[src/sv/oaat_pkg.sv]
// ----------------------------------------------------------------------------
// oaat_pkg
// Shared widths, shift amounts, mix functions and stage type for the
// one-at-a-time string hash.
// ----------------------------------------------------------------------------
package oaat_pkg;

   localparam int CH_W   = 8;
   localparam int HASH_W = 64;

   localparam int MIX_SHL   = 10;
   localparam int MIX_SHR   = 6;
   localparam int FIN_SHL_A = 3;
   localparam int FIN_SHR_B = 11;
   localparam int FIN_SHL_C = 15;

   typedef logic [CH_W-1:0]   ch_type;
   typedef logic [HASH_W-1:0] hash_type;

   typedef struct packed {
      logic     valid;
      hash_type hash;
   } hash_stage_type;

   function automatic hash_type mix_byte(input hash_type h, input ch_type b);
      hash_type t;
      t = h + {{(HASH_W-CH_W){1'b0}}, b};
      t = t + (t << MIX_SHL);
      t = t ^ (t >> MIX_SHR);
      return t;
   endfunction

   // first two steps of the final mix
   function automatic hash_type final_mix_a(input hash_type h);
      hash_type t;
      t = h + (h << FIN_SHL_A);
      t = t ^ (t >> FIN_SHR_B);
      return t;
   endfunction

   function automatic hash_type final_mix_b(input hash_type h);
      return h + (h << FIN_SHL_C);
   endfunction

endpackage

[src/sv/one_at_a_time_string_hash.sv]
// An accepted string end passes the input, mix, mid and response registers.
// Throughput: one request per cycle; stages hold only when the response is
// stalled, and empty stages ahead are filled while it waits.
// The running hash loop (byte add, shift-add, xor) closes on its own register.
// Reset clears the running hash and all valid flags; no response is pending.
// ----------------------------------------------------------------------------
// one_at_a_time_string_hash
// 64-bit one-at-a-time hash over a byte stream, one response per string.
// ----------------------------------------------------------------------------
module one_at_a_time_string_hash (
   input  logic               clock,
   input  logic               reset,
   input  logic               req_valid,
   output logic               req_stall,
   input  oaat_pkg::ch_type   req_ch,
   input  logic               req_last,
   output logic               rsp_valid,
   input  logic               rsp_stall,
   output oaat_pkg::hash_type rsp_hash
);
   import oaat_pkg::*;

   logic           in_valid_ff, in_valid_in;
   ch_type         in_ch_ff, in_ch_in;
   logic           in_last_ff, in_last_in;
   hash_stage_type mix_stage;
   logic           fin_take;
   logic           mix_en, in_en;

   always_comb begin
      mix_en = !mix_stage.valid || fin_take;
      in_en  = !in_valid_ff || mix_en;

      in_valid_in = in_en ? req_valid : in_valid_ff;
      in_ch_in    = in_en ? req_ch    : in_ch_ff;
      in_last_in  = in_en ? req_last  : in_last_ff;
   end

   assign req_stall = !in_en;

   always_ff @(posedge clock) begin
      if (reset) begin
         in_valid_ff <= 1'b0;
      end else begin
         in_valid_ff <= in_valid_in;
      end
      in_ch_ff   <= in_ch_in;
      in_last_ff <= in_last_in;
   end

   oaat_mix u_mix (
      .clock     (clock),
      .reset     (reset),
      .in_valid  (in_valid_ff),
      .in_ch     (in_ch_ff),
      .in_last   (in_last_ff),
      .advance   (mix_en),
      .out_stage (mix_stage)
   );

   oaat_final u_final (
      .clock     (clock),
      .reset     (reset),
      .in_stage  (mix_stage),
      .take      (fin_take),
      .rsp_valid (rsp_valid),
      .rsp_stall (rsp_stall),
      .rsp_hash  (rsp_hash)
   );

endmodule

[src/sv/oaat_mix.sv]
// ----------------------------------------------------------------------------
// oaat_mix
// Running hash: mixes each nonzero character in, and on the end of a
// string hands the hash on to the final mix and clears itself.
// ----------------------------------------------------------------------------
module oaat_mix (
   input  logic                    clock,
   input  logic                    reset,
   input  logic                    in_valid,
   input  oaat_pkg::ch_type        in_ch,
   input  logic                    in_last,
   input  logic                    advance,
   output oaat_pkg::hash_stage_type out_stage
);
   import oaat_pkg::*;

   hash_type running_hash_ff, running_hash_in;
   logic     valid_ff, valid_in;
   hash_type hash_ff, hash_in;
   hash_type mixed;
   logic     str_end;

   always_comb begin
      mixed   = (in_ch != '0) ? mix_byte(running_hash_ff, in_ch) : running_hash_ff;
      str_end = (in_ch == '0) || in_last;

      running_hash_in = running_hash_ff;
      valid_in        = valid_ff;
      hash_in         = hash_ff;
      if (advance) begin
         valid_in = in_valid && str_end;
         hash_in  = mixed;
         if (in_valid) begin
            running_hash_in = str_end ? '0 : mixed;
         end
      end
   end

   always_ff @(posedge clock) begin
      if (reset) begin
         running_hash_ff <= '0;
         valid_ff        <= 1'b0;
      end else begin
         running_hash_ff <= running_hash_in;
         valid_ff        <= valid_in;
      end
      hash_ff <= hash_in;
   end

   assign out_stage.valid = valid_ff;
   assign out_stage.hash  = hash_ff;

endmodule

[src/sv/oaat_final.sv]
// ----------------------------------------------------------------------------
// oaat_final
// Final mix over two register stages, ending in the response register.
// ----------------------------------------------------------------------------
module oaat_final (
   input  logic                     clock,
   input  logic                     reset,
   input  oaat_pkg::hash_stage_type in_stage,
   output logic                     take,
   output logic                     rsp_valid,
   input  logic                     rsp_stall,
   output oaat_pkg::hash_type       rsp_hash
);
   import oaat_pkg::*;

   logic     mid_valid_ff, mid_valid_in;
   hash_type mid_hash_ff, mid_hash_in;
   logic     out_valid_ff, out_valid_in;
   hash_type out_hash_ff, out_hash_in;
   logic     out_en, mid_en;

   always_comb begin
      out_en = !out_valid_ff || !rsp_stall;
      mid_en = !mid_valid_ff || out_en;

      mid_valid_in = mid_en ? in_stage.valid : mid_valid_ff;
      mid_hash_in  = mid_en ? final_mix_a(in_stage.hash) : mid_hash_ff;
      out_valid_in = out_en ? mid_valid_ff : out_valid_ff;
      out_hash_in  = out_en ? final_mix_b(mid_hash_ff) : out_hash_ff;
   end

   always_ff @(posedge clock) begin
      if (reset) begin
         mid_valid_ff <= 1'b0;
         out_valid_ff <= 1'b0;
      end else begin
         mid_valid_ff <= mid_valid_in;
         out_valid_ff <= out_valid_in;
      end
      mid_hash_ff <= mid_hash_in;
      out_hash_ff <= out_hash_in;
   end

   assign take      = mid_en;
   assign rsp_valid = out_valid_ff;
   assign rsp_hash  = out_hash_ff;

endmodule

[config.mk]
export PLATFORM = sky130hd
export DESIGN_NAME = one_at_a_time_string_hash
export DESIGN_NICKNAME = d
export VERILOG_FILES = /design/src/sv/oaat_pkg.sv /design/src/sv/one_at_a_time_string_hash.sv /design/src/sv/oaat_mix.sv /design/src/sv/oaat_final.sv
export SDC_FILE = /design/constraint.sdc
export NUM_CORES = 1
export LEC_CHECK = 0
export BUFFER_PORTS_ARGS = -buffer_cell sky130_fd_sc_hd__buf_2
export CORE_MARGIN = 10
export CORE_UTILIZATION = 50
export CTS_CLUSTER_SIZE = 30
export DETAILED_ROUTE_END_ITERATION = 8
export PLACE_DENSITY = 0.7
export SETUP_SLACK_MARGIN = 0.2
export SLEW_MARGIN = 20
export SYNTH_ARGS = -nofsm -noshare
export SYNTH_HDL_FRONTEND = slang
export SYNTH_SLANG_ARGS = --single-unit
[constraint.sdc]
create_clock -name clock -period 7.3 [get_ports clock]
set_input_delay 0.365 -clock clock [delete_from_list [all_inputs] [get_ports clock]]
set_output_delay 0.365 -clock clock [all_outputs]
set_load 0.01 [all_outputs]
==> impl_metrics.prom, run 1 <==
# TYPE chip_impl_metric gauge
chip_impl_metric{name="design.die.area",unit="µm²"} 49280
chip_impl_info{name="synth.largest_area_cell",value="edfxtp_1"} 1
chip_impl_metric{name="ir_drop",unit="µV"} 175.8
chip_impl_info{name="post_synth_main_area_contributors",value="edfxtp_1 (30%), ha_1 (10%), xnor2_1 (7.7%), dfxtp_1 (6.7%), xor2_1 (6.1%)"} 1
chip_impl_metric{name="timing.clock.skew",unit="ps"} 27.15
chip_impl_metric{name="antenna-diode-count",unit=""} 0
chip_impl_metric{name="layout_setup_ws",unit="ps"} 870.0
chip_impl_metric{name="numCtsBuffers",unit=""} 30
chip_impl_metric{name="initial_cell_density_of_the_core",unit="%"} 50.99
chip_impl_metric{name="avgRoutedWirePerCell",unit="µm"} 19.09
chip_impl_metric{name="timing_worst_slew_pin_value",unit="ps"} 914.8
chip_impl_info{name="result_of_the_run",value="completed"} 1
chip_impl_metric{name="cts_max_path_buffers",unit=""} 3
chip_impl_metric{name="clock_sink_count",unit=""} 269
chip_impl_metric{name="die_span_in_y",unit="µm"} 222.0
chip_impl_info{name="hp-class",value="in2reg"} 1
chip_impl_metric{name="syn_avg_cell_area",unit="µm²"} 9.448
chip_impl_metric{name="period_share",unit="%"} 88.08
chip_impl_metric{name="grt_use_total",unit="%"} 20.52
chip_impl_info{name="ctsRootBufferMaster",value="clkbuf_16"} 1
chip_impl_metric{name="drt_iter0_markers",unit=""} 1410
chip_impl_metric{name="fin_util",unit="%"} 56.36
chip_impl_metric{name="yosys.cell_types.count",unit=""} 82
chip_impl_metric{name="synth_edf_count",unit=""} 201
chip_impl_info{name="rsz0062_at_grt",value="no"} 1
chip_impl_metric{name="synth_seq_cells",unit=""} 269
chip_impl_metric{name="dp_worst_setup_slack",unit="ps"} 850.0
chip_impl_metric{name="sequential_element_share_of_the_synthesized_area",unit="%"} 36.26
chip_impl_metric{name="synth_fp_nets",unit=""} 2344
chip_impl_metric{name="ys_async_sr_fraction",unit="%"} 0
chip_impl_metric{name="drive_gt1_share",unit="%"} 9.702
chip_impl_info{name="holdCritStartpoint",value="req_valid"} 1
chip_impl_metric{name="final-hold-violation-count",unit=""} 0
chip_impl_metric{name="post-route-drc-count",unit=""} 0
chip_impl_metric{name="nets",unit=""} 2408
chip_impl_metric{name="ys_warn_count",unit=""} 0
chip_impl_info{name="synthMostInstantiatedCell",value="edfxtp_1"} 1
chip_impl_metric{name="clk-insertion-delay-late",unit="ps"} 580
chip_impl_info{name="timing.critical_path.from",value="u_mix.running_hash_ff[0]$_SDFFE_PP0P_"} 1
chip_impl_metric{name="cts.reportedPaths.clkPinSlew",unit="ps"} 70
chip_impl_info{name="critical_path.startpoint_type",value="flip-flop"} 1
chip_impl_metric{name="first_pass_grt_wire_length",unit="µm"} 84300
chip_impl_metric{name="relSlewSlack",unit="%"} 38.88
chip_impl_metric{name="h-tree-depth",unit=""} 1
chip_impl_metric{name="cp_data_required_time",unit="ps"} 7620
chip_impl_metric{name="yosys.area.top_type_share",unit="%"} 29.59
chip_impl_metric{name="detail_route.wirelength",unit="µm"} 52900
chip_impl_metric{name="detailroute.via_count",unit=""} 16330
chip_impl_metric{name="finalCriticalPeriod",unit="ps"} 6430
chip_impl_metric{name="final_antenna_net_count",unit=""} 0
chip_impl_metric{name="route.detailed.vias_per_inst",unit=""} 5.892
chip_impl_metric{name="chipWidth",unit="µm"} 222.0
chip_impl_metric{name="worstPathMaxFanout",unit=""} 8
chip_impl_info{name="crit_type",value="reg2reg"} 1
chip_impl_info{name="reg_to_reg_startpoint",value="u_mix.running_hash_ff[0]$_SDFFE_PP0P_"} 1
chip_impl_info{name="ys_dominant_reg_cell",value="edfxtp_1"} 1
chip_impl_metric{name="grt_start_max_net_pins",unit=""} 68
chip_impl_metric{name="grt_pass1_vias",unit=""} 15810
chip_impl_metric{name="cap_viol_max_count",unit=""} 0
chip_impl_metric{name="cp_data_arrival_time",unit="ps"} 6750
chip_impl_info{name="endpoint_kind",value="flip-flop"} 1
chip_impl_metric{name="power.density",unit="nW/µm²"} 270.1
chip_impl_metric{name="num_rows",unit=""} 73
chip_impl_metric{name="design.portCount",unit=""} 79
chip_impl_metric{name="finalSetupTns",unit="ps"} 0
chip_impl_metric{name="number_of_pins_exceeding_their_max_slew_limit_in_the_final_report",unit=""} 0
chip_impl_info{name="synth_common_cells",value="edfxtp_1 (201), a21oi_1 (195), xnor2_1 (180)"} 1
chip_impl_metric{name="drt_first_pass_iters",unit=""} 6
chip_impl_metric{name="achievable-frequency",unit="GHz"} 0.1555
chip_impl_metric{name="gp_routability_congestion",unit=""} 0.9793
chip_impl_metric{name="number_of_antenna_violations_at_the_first_check_in_global_routing",unit=""} 0
chip_impl_metric{name="area.growth.synth_to_final",unit="%"} 10.54
chip_impl_metric{name="placed_wire_length_estimate",unit="µm"} 41950
chip_impl_info{name="cts_tree",value="built"} 1
chip_impl_metric{name="synthCells",unit=""} 2159
chip_impl_metric{name="timing.final.setup_violations",unit=""} 0
chip_impl_metric{name="design.core.area",unit="µm²"} 40010
chip_impl_metric{name="power_leakage",unit="nW"} 10.66
chip_impl_metric{name="place.port_buffers",unit=""} 78
chip_impl_metric{name="netlist_area",unit="µm²"} 20400
chip_impl_metric{name="globalRoute.totalOverflow",unit=""} 0
cell type report:
class | instances | area (µm²)
clock inverter | 15 | 161.4
clock buffer | 41 | 970.9
inverter | 56 | 210.2
sequential | 269 | 7397
multi-input combinational | 1768 | 12590
timing repair buffer | 98 | 563.0
tap | 525 | 656.9
fill | 3483 | 17460
cells in the final DEF, fill, tap and decap left out, types with 27 or more instances in the layout:
master	count
a21oi_1	194
o21bai_1	30
clkbuf_16	37
o21ai_0	99
nor2_1	162
nand4_1	33
edfxtp_1	201
a21o_1	120
xor2_1	141
nand2_1	168
nand3_1	55
nor3_1	27
buf_2	78
xnor2_1	180
inv_1	55
dfxtp_1	68
and3_1	28
ha_1	168
path summary, 6_finish.rpt:
check	slack, ps	end	cells past startpoint
max	870	u_mix.hash_ff[57]$_DFFE_PP_	26
min	30	in_valid_ff$_SDFFE_PP0N_	3
max reg2reg	870	u_mix.hash_ff[57]$_DFFE_PP_	26
min reg2reg	460	u_final.rsp_valid$_SDFFE_PP0P_	2
registers in the layout, summed over array words and instances, names as in the netlist:
name                   flops
u_mix.hash_ff             64
in_ch_ff                   8
in_last_ff                 1
in_valid_ff                1
u_mix.running_hash_ff     64
u_final.rsp_valid          1
u_final.mid_valid_ff       1
u_final.rsp_hash          64
u_final.mid_hash_ff       64
u_mix.valid_ff             1
report_power, final:
| part | switching (mW) | internal (mW) | total (mW) |
|---|---|---|---|
| combinational | 1.26 | 0.909 | 2.17 |
| clock | 0.644 | 1.01 | 1.66 |
| sequential | 0.169 | 2.10 | 2.27 |
| total | 2.07 | 4.02 | 6.09 |
critical path, stage by stage (launching register included):
cell and delay [ps]:
dfxtp_1 360, ha_1 200, inv_1 60, fa_1 410, nor2b_1 110, o21ai_0 90, a21boi_0 270, o21ai_0 140
a21boi_0 260, o21a_1 200, o211a_1 330, nand3_2 200, nor4_1 340, buf_4 200, nand4_1 110, xnor2_1 170
ha_1 400, a21o_1 220, a21oi_1 130, nor2_1 60, or2_2 270, maj3_1 350, a21o_1 190, a31oi_2 310
o31ai_4 120, xnor3_1 370, mux2_4 270
logic make-up after synthesis:
logic type / after synthesis / share of synthesized area [%]
AOI/OAI and AO/OA: 642 / 20.59
xor gates and xnor gates: 329 / 14.58
adders and majority gates: 174 / 10.80
buffers and inverters: 122 / 2.300
DFF: 269 / 36.26
muxes: 20 / 1.110
and+or+nand+nor: 603 / 14.37
metal layers:
layer,routed length [µm],track usage [%]
met5,0,0
met4,1671,7.173
met3,3016,2.360
met2,23780,32.91
met1,24440,28.06
per-stage QoR:
stage	cell area, µm²	std cells	hold WS, ps	total power, mW
floorplan	20400	2159	429.8	3.830
global placement	21300	2707	439.3	4.399
detailed placement	21300	2707	457.0	4.445
CTS	22520	2772	18.66	6.115
global route	22550	2772	28.55	6.446
finish	22550	2772	34.67	6.090
repair_timing:
action | CTS | global route
hold buffers | 9 | 0
gates resized for setup | 0 | 5
endpoints found under the hold margin | 9 | 0
setup buffers | 0 | 0
endpoints found under the setup margin | 0 | 6
Power figures use the tool's default switching activity.
==> run 2: changes to the inputs <==
--- a/config.mk
+++ b/config.mk
@@ -8,9 +8,10 @@
 export BUFFER_PORTS_ARGS = -buffer_cell sky130_fd_sc_hd__buf_2
 export CORE_MARGIN = 10
 export CORE_UTILIZATION = 50
+export CTS_CLUSTER_DIAMETER = 150
 export CTS_CLUSTER_SIZE = 30
 export DETAILED_ROUTE_END_ITERATION = 8
-export PLACE_DENSITY = 0.7
+export PLACE_DENSITY = 0.64
 export SETUP_SLACK_MARGIN = 0.2
 export SLEW_MARGIN = 20
 export SYNTH_ARGS = -nofsm -noshare
==> impl_metrics.prom, run 2 (synthesis results as in run 1) <==
# TYPE chip_impl_metric gauge
chip_impl_metric{name="clk-insertion-delay-late",unit="ps"} 500
chip_impl_metric{name="timing.final.setup_violations",unit=""} 0
chip_impl_info{name="ctsRootBufferMaster",value="clkbuf_16"} 1
chip_impl_metric{name="cap_viol_max_count",unit=""} 0
chip_impl_info{name="rsz0062_at_grt",value="no"} 1
chip_impl_info{name="layout_commonest_cell",value="edfxtp_1"} 1
chip_impl_info{name="routed.top_layer",value="met4"} 1
chip_impl_metric{name="stdcell_area",unit="µm²"} 21660
chip_impl_metric{name="achievable-frequency",unit="GHz"} 0.1509
chip_impl_metric{name="power_leakage",unit="nW"} 10.24
chip_impl_metric{name="wirelength_met1",unit="µm"} 24930
chip_impl_metric{name="numCtsBuffers",unit=""} 12
chip_impl_info{name="critical_path.startpoint_type",value="flip-flop"} 1
chip_impl_metric{name="area.growth.synth_to_final",unit="%"} 6.207
chip_impl_metric{name="die_span_in_y",unit="µm"} 222.0
chip_impl_metric{name="globalRoute.totalOverflow",unit=""} 0
chip_impl_metric{name="cts.repair.resized",unit=""} 0
chip_impl_metric{name="drt_first_pass_iters",unit=""} 5
chip_impl_metric{name="nets",unit=""} 2382
chip_impl_metric{name="drt_iter0_markers",unit=""} 1252
chip_impl_metric{name="cts.reportedPaths.clkPinSlew",unit="ps"} 120
chip_impl_metric{name="place.port_buffers",unit=""} 78
chip_impl_metric{name="worstHoldPathCells",unit=""} 1
chip_impl_metric{name="fin_worst_hold_slack",unit="ps"} 27.47
chip_impl_metric{name="rrSetupSlack",unit="ps"} 680
chip_impl_metric{name="route.detailed.vias_per_inst",unit=""} 5.913
chip_impl_metric{name="initial_cell_density_of_the_core",unit="%"} 50.99
chip_impl_metric{name="h-tree-depth",unit=""} 1
chip_impl_metric{name="design.core.area",unit="µm²"} 40010
chip_impl_metric{name="route.met2.wl",unit="µm"} 24280
chip_impl_metric{name="grt_start_max_net_pins",unit=""} 68
chip_impl_info{name="endpoint_kind",value="flip-flop"} 1
chip_impl_info{name="hp-class",value="in2reg"} 1
chip_impl_metric{name="chipWidth",unit="µm"} 222.0
chip_impl_info{name="holdCritStartpoint",value="req_ch[4]"} 1
chip_impl_metric{name="cp_data_arrival_time",unit="ps"} 6870
chip_impl_metric{name="dpl.cell_count",unit=""} 2708
chip_impl_metric{name="detail_route.wirelength",unit="µm"} 52750
chip_impl_metric{name="final_antenna_net_count",unit=""} 0
chip_impl_metric{name="relSlewSlack",unit="%"} 37.20
chip_impl_metric{name="placed_wire_length_estimate",unit="µm"} 42140
chip_impl_metric{name="finalCriticalPeriod",unit="ps"} 6625
chip_impl_metric{name="clock_sink_count",unit=""} 269
chip_impl_metric{name="antenna-diode-count",unit=""} 0
chip_impl_info{name="cts_tree",value="built"} 1
chip_impl_metric{name="cts_max_path_buffers",unit=""} 3
chip_impl_metric{name="cp_data_required_time",unit="ps"} 7550
chip_impl_metric{name="timing_worst_slew_pin_value",unit="ps"} 940.0
chip_impl_info{name="result_of_the_run",value="completed"} 1
chip_impl_metric{name="design.portCount",unit=""} 79
chip_impl_metric{name="design.die.area",unit="µm²"} 49280
chip_impl_info{name="crit_type",value="reg2reg"} 1
chip_impl_info{name="commonest_cells_after_routing_fill_and_taps_aside",value="edfxtp_1 (201), a21oi_1 (194), xnor2_1 (180)"} 1
chip_impl_metric{name="period_share",unit="%"} 90.75
chip_impl_metric{name="timing.clock.skew",unit="ps"} 22.76
chip_impl_metric{name="grt_pass1_vias",unit=""} 15500
chip_impl_metric{name="post_layout_nonfiller_instances",unit=""} 2728
chip_impl_metric{name="avgRoutedWirePerCell",unit="µm"} 19.34
chip_impl_metric{name="number_of_antenna_violations_at_the_first_check_in_global_routing",unit=""} 0
chip_impl_metric{name="fill_cells",unit=""} 3642
chip_impl_metric{name="sum_of_met3_wire_segment_lengths_after_detailed_routing",unit="µm"} 2474
chip_impl_metric{name="post-route-drc-count",unit=""} 0
chip_impl_metric{name="worstPathMaxFanout",unit=""} 8
chip_impl_metric{name="finalSetupTns",unit="ps"} 0
chip_impl_metric{name="placed_cell_area",unit="µm²"} 21310
chip_impl_metric{name="detailroute.via_count",unit=""} 16130
chip_impl_metric{name="first_pass_grt_wire_length",unit="µm"} 84560
chip_impl_metric{name="ir_drop",unit="µV"} 201.5
chip_impl_metric{name="power.density",unit="nW/µm²"} 241.3
chip_impl_info{name="reg_to_reg_startpoint",value="in_ch_ff[0]$_DFFE_PN_"} 1
chip_impl_metric{name="grt_use_total",unit="%"} 20.56
chip_impl_metric{name="gp_routability_congestion",unit=""} 0.9861
chip_impl_info{name="timing.rr.end",value="u_mix.hash_ff[51]$_DFFE_PP_"} 1
chip_impl_metric{name="number_of_pins_exceeding_their_max_slew_limit_in_the_final_report",unit=""} 0
chip_impl_metric{name="drive_gt1_share",unit="%"} 7.853
chip_impl_metric{name="postCtsSetupBuffers",unit=""} 0
chip_impl_metric{name="cts.hold.buffers_added",unit=""} 0
chip_impl_metric{name="multi_input_gate_area_in_the_final_layout",unit="µm²"} 12570
chip_impl_metric{name="worstRegToRegCells",unit=""} 25
chip_impl_metric{name="final-seq-area",unit="µm²"} 7397
chip_impl_info{name="hold-path-endpoint",value="in_ch_ff[4]$_DFFE_PN_"} 1
chip_impl_metric{name="num_rows",unit=""} 73
chip_impl_metric{name="final-hold-violation-count",unit=""} 0
run 2: cell types whose count changed in the layout (fill, tap and decap cells not counted), sizes merged:
cell         before  now
buf              89   90
bufinv            2    0
clkbuf           41   20
clkinv            9    0
clkinvlp          1    0
dlygate4sd3       9    0
inv              59   56
run 2: metal layers:
layer	vias up	track usage, %
met5	-	0
met4	0	4.833
met3	61	1.555
met2	450	33.86
met1	7565	28.74
li1	8056	-
run 2: stage by stage:
stage / utilization [%] / total power, mW / setup slack, ps
after floorplan: - / 3.830 / 1275
after global placement: 53.26 / 4.409 / 903.0
after detailed placement: 53.26 / 4.447 / 711.5
after CTS: 54.14 / 5.245 / 664.5
after global routing: 54.15 / 5.575 / 205.7
final: 54.15 / 5.228 / 675.1
run 2: how the worst max path moves through the flow:
| stage | from | end | slack (ps) | depth (start not counted) |
|---|---|---|---|---|
| 2_1_floorplan | in_ch_ff[0]$_DFFE_PN_ | u_mix.hash_ff[57]$_DFFE_PP_ | 1280 | 26 |
| 3_3_place_gp | in_ch_ff[0]$_DFFE_PN_ | u_mix.hash_ff[57]$_DFFE_PP_ | 900 | 26 |
| 3_5_place_dp | in_ch_ff[0]$_DFFE_PN_ | u_mix.hash_ff[57]$_DFFE_PP_ | 710 | 26 |
| 4_1_cts | in_ch_ff[0]$_DFFE_PN_ | u_mix.hash_ff[57]$_DFFE_PP_ | 660 | 26 |
| 5_1_grt | in_ch_ff[0]$_DFFE_PN_ | u_mix.hash_ff[54]$_DFFE_PP_ | 210 | 26 |
| 6_report | in_ch_ff[0]$_DFFE_PN_ | u_mix.hash_ff[51]$_DFFE_PP_ | 680 | 25 |
run 2: power by group:
group	internal [mW]	switching, mW
clock network	0.337	0.467
logic	0.905	1.25
registers	2.10	0.172
run 2: layout make-up:
class	instances	share of cell area (%)
inverter	56	0.9703
timing repair buffer	90	2.218
multi-input combinational	1768	58.01
sequential	269	34.14
tap	525	3.032
clock buffer	20	1.623
run 2: worst max-delay path, stage by stage, from the launching register on:
cell and delay, ps:
edfxtp_1 390, ha_1 190, inv_1 60, fa_1 410, nor2b_1 120, o21ai_0 90
a21boi_0 250, o21ai_0 130, a21boi_0 260, o21a_1 200, o211a_1 330, and3_1 220
xor2_1 260, ha_1 280, and3_1 200, nand3_1 100, o22ai_1 290, a211oi_1 80
buf_4 170, a2111o_1 320, a211oi_1 530, o211a_1 290, a21oi_1 100, xnor2_1 390
xnor3_1 420, mux2_2 280
==> run 3: changes to the inputs <==
--- a/config.mk
+++ b/config.mk
@@ -5,13 +5,14 @@
 export SDC_FILE = /design/constraint.sdc
 export NUM_CORES = 1
 export LEC_CHECK = 0
+export ABC_AREA = 1
 export BUFFER_PORTS_ARGS = -buffer_cell sky130_fd_sc_hd__buf_2
 export CORE_MARGIN = 10
 export CORE_UTILIZATION = 50
 export CTS_CLUSTER_DIAMETER = 150
 export CTS_CLUSTER_SIZE = 30
 export DETAILED_ROUTE_END_ITERATION = 8
-export PLACE_DENSITY = 0.64
+export PLACE_DENSITY = 0.66
 export SETUP_SLACK_MARGIN = 0.2
 export SLEW_MARGIN = 20
 export SYNTH_ARGS = -nofsm -noshare
==> constraint.sdc (replaced) <==
create_clock -name clock -period 5.8 [get_ports clock]
set_input_delay 0.29 -clock clock [delete_from_list [all_inputs] [get_ports clock]]
set_output_delay 0.29 -clock clock [all_outputs]
set_load 0.01 [all_outputs]
==> impl_metrics.prom, run 3 <==
# TYPE chip_impl_metric gauge
chip_impl_info{name="result_of_the_run",value="completed"} 1
chip_impl_metric{name="synth_seq_cells",unit=""} 269
chip_impl_metric{name="dpl.cell_count",unit=""} 3653
chip_impl_metric{name="fin_worst_hold_slack",unit="ps"} 444.0
chip_impl_metric{name="synth_edf_count",unit=""} 201
chip_impl_metric{name="clock_sink_count",unit=""} 269
chip_impl_metric{name="power_leakage",unit="nW"} 11.62
chip_impl_info{name="synthMostInstantiatedCell",value="nand2_1"} 1
chip_impl_metric{name="detail_route.wirelength",unit="µm"} 70690
chip_impl_metric{name="cts.reportedPaths.clkPinSlew",unit="ps"} 130
chip_impl_metric{name="gp_routability_congestion",unit=""} 0.9726
chip_impl_metric{name="synth_compound_gate_area_share",unit="%"} 14.34
chip_impl_metric{name="dp_worst_setup_slack",unit="ps"} -82.14
chip_impl_metric{name="nets",unit=""} 3295
chip_impl_metric{name="synth-simple-area-share",unit="%"} 24.39
chip_impl_metric{name="design.die.area",unit="µm²"} 53700
chip_impl_info{name="crit_type",value="reg2reg"} 1
chip_impl_metric{name="ir_drop",unit="µV"} 271.5
chip_impl_metric{name="chipWidth",unit="µm"} 231.7
chip_impl_metric{name="grt_use_total",unit="%"} 25.44
chip_impl_metric{name="drt_iter0_markers",unit=""} 1874
chip_impl_info{name="cell_at_the_slowest_stage_of_the_critical_path",value="edfxtp_1"} 1
chip_impl_metric{name="grt_start_max_net_pins",unit=""} 82
chip_impl_metric{name="place.port_buffers",unit=""} 78
chip_impl_metric{name="worst_path_largest_cell_delay",unit="ps"} 420
chip_impl_metric{name="route.detailed.vias_per_inst",unit=""} 5.524
chip_impl_metric{name="final_antenna_net_count",unit=""} 0
chip_impl_metric{name="rrSetupSlack",unit="ps"} 220
chip_impl_metric{name="timing_worst_slew_pin_value",unit="ps"} 868.7
chip_impl_metric{name="number_of_antenna_violations_at_the_first_check_in_global_routing",unit=""} 0
chip_impl_metric{name="grt_pass1_vias",unit=""} 19850
chip_impl_metric{name="relSlewSlack",unit="%"} 42.09
chip_impl_metric{name="cp_data_required_time",unit="ps"} 6070
chip_impl_info{name="hp-class",value="in2reg"} 1
chip_impl_metric{name="drive_gt1_share",unit="%"} 11.20
chip_impl_metric{name="ys_warn_count",unit=""} 0
chip_impl_info{name="holdCritStartpoint",value="reset"} 1
chip_impl_metric{name="power.density",unit="nW/µm²"} 270.1
chip_impl_info{name="cts_tree",value="built"} 1
chip_impl_metric{name="synthCells",unit=""} 2995
chip_impl_metric{name="xor_xnor_portion_of_the_synthesized_cell_area",unit="%"} 11.20
chip_impl_metric{name="h-tree-depth",unit=""} 1
chip_impl_metric{name="cp_data_arrival_time",unit="ps"} 5850
chip_impl_metric{name="avgRoutedWirePerCell",unit="µm"} 19.07
chip_impl_metric{name="final-hold-violation-count",unit=""} 0
chip_impl_metric{name="synth.mux.area_fraction",unit="%"} 0
chip_impl_info{name="timing.rr.end",value="u_mix.hash_ff[45]$_DFFE_PP_"} 1
chip_impl_metric{name="globalRoute.totalOverflow",unit=""} 0
chip_impl_metric{name="antenna-diode-count",unit=""} 0
chip_impl_metric{name="timing.final.setup_violations",unit=""} 0
chip_impl_metric{name="multi_input_gate_area_in_the_final_layout",unit="µm²"} 14000
chip_impl_metric{name="initial_cell_density_of_the_core",unit="%"} 50.58
chip_impl_info{name="critical_path.startpoint_type",value="flip-flop"} 1
chip_impl_metric{name="sequential_element_share_of_the_synthesized_area",unit="%"} 33.00
chip_impl_info{name="synth.largest_area_cell",value="edfxtp_1"} 1
chip_impl_metric{name="clk-insertion-delay-late",unit="ps"} 510
chip_impl_metric{name="fill_cells",unit=""} 4226
chip_impl_info{name="ys_dominant_reg_cell",value="edfxtp_1"} 1
chip_impl_metric{name="design.portCount",unit=""} 79
chip_impl_info{name="worst_path_most_repeated_cell",value="nor2_4"} 1
chip_impl_metric{name="numCtsBuffers",unit=""} 12
chip_impl_info{name="commonest_cells_after_routing_fill_and_taps_aside",value="nand2_1 (646), inv_1 (385), a21oi_1 (287)"} 1
chip_impl_metric{name="timing.clock.skew",unit="ps"} 24.17
chip_impl_metric{name="synth_fa_ha_area_share",unit="%"} 9.734
chip_impl_metric{name="period_share",unit="%"} 96.22
chip_impl_metric{name="die_span_in_y",unit="µm"} 231.7
chip_impl_metric{name="worstPathMaxFanout",unit=""} 5
chip_impl_metric{name="cts_max_path_buffers",unit=""} 3
chip_impl_info{name="layout_commonest_cell",value="nand2_1"} 1
chip_impl_metric{name="detailroute.via_count",unit=""} 20480
chip_impl_metric{name="yosys.cell_types.count",unit=""} 59
chip_impl_metric{name="layout_setup_ws",unit="ps"} 219.4
chip_impl_metric{name="number_of_pins_exceeding_their_max_slew_limit_in_the_final_report",unit=""} 0
chip_impl_info{name="rsz0062_at_grt",value="yes"} 1
chip_impl_metric{name="final-seq-area",unit="µm²"} 7398
chip_impl_info{name="endpoint_kind",value="flip-flop"} 1
chip_impl_info{name="ctsRootBufferMaster",value="clkbuf_16"} 1
chip_impl_metric{name="num_rows",unit=""} 77
chip_impl_info{name="post_synth_main_area_contributors",value="edfxtp_1 (27%), nand2_1 (11%), ha_1 (9.4%), xor2_1 (7.3%), a21oi_1 (6.7%)"} 1
chip_impl_metric{name="placed_wire_length_estimate",unit="µm"} 58430
chip_impl_metric{name="post-route-drc-count",unit=""} 0
chip_impl_metric{name="finalCriticalPeriod",unit="ps"} 5581
chip_impl_metric{name="syn_avg_cell_area",unit="µm²"} 7.485
chip_impl_metric{name="area.growth.synth_to_final",unit="%"} 11.03
chip_impl_metric{name="worstRegToRegCells",unit=""} 34
chip_impl_info{name="main_combinational_cell_family_by_area_after_synthesis",value="simple AND/OR/NAND/NOR gates"} 1
chip_impl_metric{name="design.core.area",unit="µm²"} 44320
chip_impl_metric{name="synth_fp_nets",unit=""} 3180
chip_impl_metric{name="post_layout_nonfiller_instances",unit=""} 3708
chip_impl_info{name="synth_common_cells",value="nand2_1 (666), inv_1 (393), a21oi_1 (302)"} 1
chip_impl_metric{name="achievable-frequency",unit="GHz"} 0.1792
chip_impl_metric{name="drt_first_pass_iters",unit=""} 6
chip_impl_metric{name="ys_async_sr_fraction",unit="%"} 0
chip_impl_info{name="hold-path-endpoint",value="in_valid_ff$_SDFFE_PP0N_"} 1
chip_impl_metric{name="first_pass_grt_wire_length",unit="µm"} 108400
chip_impl_metric{name="yosys.area.top_type_share",unit="%"} 26.93
chip_impl_metric{name="cap_viol_max_count",unit=""} 0
chip_impl_metric{name="netlist_area",unit="µm²"} 22420
chip_impl_info{name="reg_to_reg_startpoint",value="in_ch_ff[0]$_DFFE_PN_"} 1
chip_impl_metric{name="worstHoldPathCells",unit=""} 3
run 3: cell types whose count changed after synthesis, moves of 27 or more:
cell     change
a21o_1     -114
a21oi_1    +107
and3_1      -27
inv_1      +337
nand2_1    +495
nand3_1     +87
nor2_1     +106
xnor2_1     -86
xor2_1      +46
run 3: routing by layer:
metal / part of all wire (%) / wire length (µm) / GRT usage [%]
met5: 0 / 0 / 0
met4: 4.1 / 2894 / 10.78
met3: 4.9 / 3495 / 2.016
met2: 48 / 34240 / 44.22
met1: 43 / 30070 / 31.92
run 3: worst max-delay path by stage:
| stage | startpoint | endpoint | slack, ps | cells after the start |
|---|---|---|---|---|
| after floorplan | u_final.rsp_valid$_SDFFE_PP0P_ | u_mix.running_hash_ff[54]$_SDFFE_PP0P_ | 610 | 10 |
| after global placement | in_ch_ff[0]$_DFFE_PN_ | u_mix.hash_ff[45]$_DFFE_PP_ | -50 | 30 |
| after detailed placement | in_ch_ff[0]$_DFFE_PN_ | u_mix.hash_ff[45]$_DFFE_PP_ | -80 | 30 |
| after CTS | in_ch_ff[0]$_DFFE_PN_ | u_mix.hash_ff[45]$_DFFE_PP_ | 150 | 34 |
| after global routing | in_ch_ff[0]$_DFFE_PN_ | u_mix.hash_ff[52]$_DFFE_PP_ | -40 | 32 |
| final | in_ch_ff[0]$_DFFE_PN_ | u_mix.hash_ff[45]$_DFFE_PP_ | 220 | 34 |
run 3: critical path, delay by kind of cell, from the launching register on:
kind	cells	cell delay (ps)
AO/OA/AOI/OAI	4	580
flip-flops	1	420
adder cells (fa/ha/maj)	3	760
buffers and inverters	4	270
XOR/XNOR	1	220
AND/OR/NAND/NOR	22	3040
run 3: final cells by class:
type	instances	share of cell area, %
Multi-Input combinational cell	2288	56.27
Sequential cell	269	29.73
Inverter	396	5.972
Timing Repair Buffer	143	3.645
Tap cell	592	2.976
Clock buffer	20	1.413
run 3: stage by stage:
stage | TNS, ps | power [mW] | util, % | area [µm²]
after floorplan | 0 | 4.822 | - | 22420
after global placement | -112.5 | 5.653 | 53.31 | 23630
after detailed placement | -170.1 | 5.711 | 53.31 | 23630
after CTS | 0 | 6.732 | 54.50 | 24150
after global routing | -38.18 | 7.155 | 56.16 | 24890
final | 0 | 6.721 | 56.16 | 24890
run 3: kinds of logic after synthesis:
| logic type | after synthesis |
|---|---|
| flops | 269 |
| buf+inv | 438 |
| fa+ha+maj | 172 |
| compound gates | 571 |
| xor+xnor | 284 |
| simple gates | 1261 |
run 3: report_power, final:
part	leakage, nW	internal (mW)	total [mW]	switching [mW]
sequential	2.86	2.66	2.89	0.234
clock	0.168	0.425	1.03	0.605
combinational	8.58	1.03	2.80	1.77
total	11.6	4.11	6.72	2.61
run 3: repair_timing:
| action | CTS | global route |
|---|---|---|
| endpoints found under the hold margin | 10 | 0 |
| setup endpoints to repair | 31 | 73 |
| pin swaps | 2 | 33 |
| resized for setup | 13 | 141 |
| hold buffers | 10 | 0 |
| buffers inserted | 2 | 23 |
